<file path="src/sv/gcf_sqrt_cell.sv">
// one integer square root step (two radicand bits), registered
`default_nettype none
module gcf_sqrt_cell #(
    parameter int ARG_W = 54
) (
    input  logic                 clk,
    input  logic                 en,
    input  logic [ARG_W-1:0]     arg_in,
    input  logic [ARG_W/2-1:0]   root_in,
    input  logic [ARG_W/2:0]     rem_in,
    output logic [ARG_W-1:0]     arg_out,
    output logic [ARG_W/2-1:0]   root_out,
    output logic [ARG_W/2:0]     rem_out
);
    localparam int ROOT_W = ARG_W / 2;
    localparam int REM_W  = ROOT_W + 1;

    logic [REM_W+1:0]  rem_sh;
    logic [REM_W+1:0]  trial;
    logic [REM_W+1:0]  diff;
    logic [ARG_W-1:0]  arg_next, arg_reg;
    logic [ROOT_W-1:0] root_next, root_reg;
    logic [REM_W-1:0]  rem_next, rem_reg;

    always_comb
    begin
        rem_sh   = {rem_in, arg_in[ARG_W-1:ARG_W-2]};
        trial    = (REM_W+2)'({root_in, 2'b01});
        diff     = rem_sh - trial;
        arg_next = {arg_in[ARG_W-3:0], 2'b00};
        if (rem_sh >= trial)
        begin
            rem_next  = diff[REM_W-1:0];
            root_next = {root_in[ROOT_W-2:0], 1'b1};
        end
        else
        begin
            rem_next  = rem_sh[REM_W-1:0];
            root_next = {root_in[ROOT_W-2:0], 1'b0};
        end
    end

    always_ff @(posedge clk)
    begin
        if (en)
        begin
            arg_reg  <= arg_next;
            root_reg <= root_next;
            rem_reg  <= rem_next;
        end
    end

    assign arg_out  = arg_reg;
    assign root_out = root_reg;
    assign rem_out  = rem_reg;

endmodule
`default_nettype wire

</file>
<file path="config.mk">
export PLATFORM = sky130hd
export DESIGN_NAME = gcf_sqrt_cell
export DESIGN_NICKNAME = d
export VERILOG_FILES = /design/src/sv/gcf_sqrt_cell.sv
export SDC_FILE = /design/constraint.sdc
export NUM_CORES = 1
export LEC_CHECK = 0
export ABC_AREA = 1
export BUFFER_PORTS_ARGS = -buffer_cell sky130_fd_sc_hd__buf_2
export CAP_MARGIN = 5
export CORE_UTILIZATION = 50
export CTS_CLUSTER_DIAMETER = 150
export DETAILED_ROUTE_END_ITERATION = 6
export PLACE_DENSITY = 0.81
export SYNTH_ARGS = -nofsm -noshare
export SYNTH_HDL_FRONTEND = slang
export SYNTH_SLANG_ARGS = --single-unit
</file>
<file path="constraint.sdc">
create_clock -name clk -period 2.3 [get_ports clk]
set_input_delay 0.23 -clock clk [delete_from_list [all_inputs] [get_ports clk]]
set_output_delay 0.23 -clock clk [all_outputs]
set_load 0.02 [all_outputs]
</file>
==> impl_results.md <==
- Initial antenna violation count: 0
- Max clock buf depth: 2
- Post-CTS Resized: 0
- Final Setup Violations: 0
- Slowest CP cell: ha_1
- TritonRoute pass-1 iters: 7
- Reg area: 3213 µm²
- Period utilization: 80.58%
- Hold buffers post-CTS: 0
- Number of inserted diodes: 0
- Core ar.: 11610 µm²
- Core Rows: 39
- Initial DRC Count: 479
- Die width: 111.9 µm
- DPL Wire Length: 11580 µm
- CTS H-tree lvls: 3
- Synth area leader: edfxtp_1
- Critical Path AT: 1.97 ns
- # fillers: 988
- Area delta synth->final: 26.66%
- Top-area cell type share of the netlist area: 53.20%
- Pwr Density: roughly 690 nW/µm²
- Die height: 111.9 µm
- Antenna-violating nets left: 0
- Hold Path End: arg_out[47]
- Routed vias/inst: roughly 5.0
- Post-synthesis register bit count: 107
- Unique masters post-synth: 27
- Synth Instances: slightly below 700
- Routed wire per std cell: about 14 µm
- I/O Buffers: 217
- Fraction of layout instances using a drive strength above 1: 30.58%
- Failing checks: design-rule violations
- Minimum clock period after layout: 1.853 ns
- Startpoint Class: input pin
- Max Freq: 539.5 MHz
- Die footprint: 12520 µm²
- Max-slew violation count: 0
- Dominant cells by area after synthesis: edfxtp_1 53%, nand2_1 14%, inv_1 8.1%
- Min-delay worst type: input pin to flop
- Setup crit end kind: flop
- TNS Setup: 0 ns
- Register area share after synthesis: a little over half
- TritonCTS Buffers: 9
- Kind of critical path: input pin to flop
- Worst path max stage delay: 0.37 ns
- Initial Utilization: 52.00%
- Synthesized area per cell: ~9.0 µm²
- Worst-path maximum fanout: 27
- VDD IR max: 0.0004054 V
- I/O Pins: 220
- Status: finished with violations
- Total wire length: roughly 15000 µm
- Post-CTS Setup Bufs: 0
- RSZ-0062 raised after global routing: false
- Vias post-DR: 5208
- DRC viols: 20
- Max-cap violations: 0
- Remaining Overflow, GRT: 0
- Mapped Area: 6040 µm²
- Fin Hold WS: 0.04306 ns
- Clock Tree Root: clkbuf_16
- Nets: around 1000
- Worst-path clk slew: 0.07 ns
- HP Start: arg_in[45]
- Number of global-route vias before repair: 4962
- Crit-path cells: buf_2, inv_1, ha_1, nand2_2, nor2_1, nand2_1, inv_1, nand3_2, nand3_2, nand2_4, nand3_1, nand2_1
- Pin count of the biggest net entering global routing: 70
- RePlAce Congestion: 0.9351
- Utilization after layout: approximately 66%
- Multi-input logic area: 2236 µm²
- Worst Path Required: 2.41 ns
- Sink Count: about 110
- CTS tree: done
- Lkg Pwr: about 4 nW
- First-pass GRT wire length: around 23000 µm
- Pwr Total: 5.311 mW
- Final hold violation count: 0
- WHS Path Cells: 1
- All-Layer GR Usage: 24.28%
- Ys Warns: 0
==> kinds of logic (layout without fill, tap and decap cells) <==
logic type               Yosys count  after routing  synth area share (%)
flip-flops                       107            107                 53.20
buffers and inverters            142            376                 9.840
adder cells (fa/ha/maj)           29             29                 6.008
XOR/XNOR                          12             12                 1.740
other                              1              2               0.06209
AO/OA/AOI/OAI                     18             18                 1.574
AND/OR/NAND/NOR                  365            365                 27.57
==> synth_stat cells (all sizes together) <==
| cell type | instances |
|---|---|
| nor2 | 33 |
| nand3 | 73 |
| o21bai | 2 |
| nand3b | 4 |
| inv | 131 |
| a21oi | 14 |
| conb | 1 |
| buf | 10 |
| o21ai | 2 |
| xnor2 | 1 |
| ha | 29 |
| and2 | 2 |
| nand4 | 10 |
| xor2 | 11 |
| nand2 | 238 |
| clkbuf | 1 |
| edfxtp | 107 |
| nor3 | 4 |
| and3 | 1 |
==> through the flow <==
stage               cells  worst slack (ns)  cell area, µm²
finish               1052            0.4466            7650
global route         1052            0.2707            7650
CTS                  1052            0.4510            7650
detailed placement   1036           0.08173            7348
global placement     1036            0.1349            7348
floorplan             675            0.4903            6043
==> worst max-delay path by stage <==
stage                      from     endpoint  slack, ns
CTS                 root_in[12]  rem_out[13]       0.45
global route        root_in[11]  rem_out[12]       0.27
finish              root_in[15]  rem_out[13]       0.45
floorplan            root_in[9]  rem_out[25]       0.49
detailed placement  root_in[12]  rem_out[13]       0.08
global placement    root_in[11]  rem_out[22]       0.13
==> power breakdown <==
group          internal, mW  switching (mW)
logic                 0.452           0.850
clock network         0.859           0.734
registers              2.37          0.0436
==> sequential cells by signal (all words and copies together), names as in the netlist <==
name      flops
arg_out      52
rem_out      28
root_out     27
==> placed cells by master (no fill, tap or decap), types with 3 or more instances in the layout <==
master and instances:
buf_2 216, buf_12 4, edfxtp_1 107, nand3_1 58
nand2_2 10, nor3_1 3, nand2_1 227, nand4_1 10
nand3b_1 4, a21oi_1 14, nor2_2 4, nor2_1 26
nand3_2 15, clkbuf_16 9, buf_4 9, xor2_1 11
ha_1 29, nor2_4 3, inv_1 131
==> critical path, delay by kind of cell <==
family	cells	cell delay, ns
adders and majority gates	1	0.37
and+or+nand+nor	8	1.13
buffers and inverters	3	0.23
==> layer usage <==
layer | vias up | global-route usage [%] | wire length, µm
li1 | 2613 | - | -
met1 | 2353 | 27.80 | 5866
met2 | 211 | 43.64 | 7556
met3 | 31 | 3.919 | 1044
met4 | 0 | 12.52 | 442
met5 | - | 0 | 0
==> layout make-up <==
class                   count  area share [%]
clock buffers              10           2.993
clock inverters             6          0.9486
inverters                 131           6.428
multi-input cells         426           29.23
flip-flops and latches    107           42.00
well taps                 143           2.339
repair buffers            229           16.06
(Power assumes the default switching activity.)
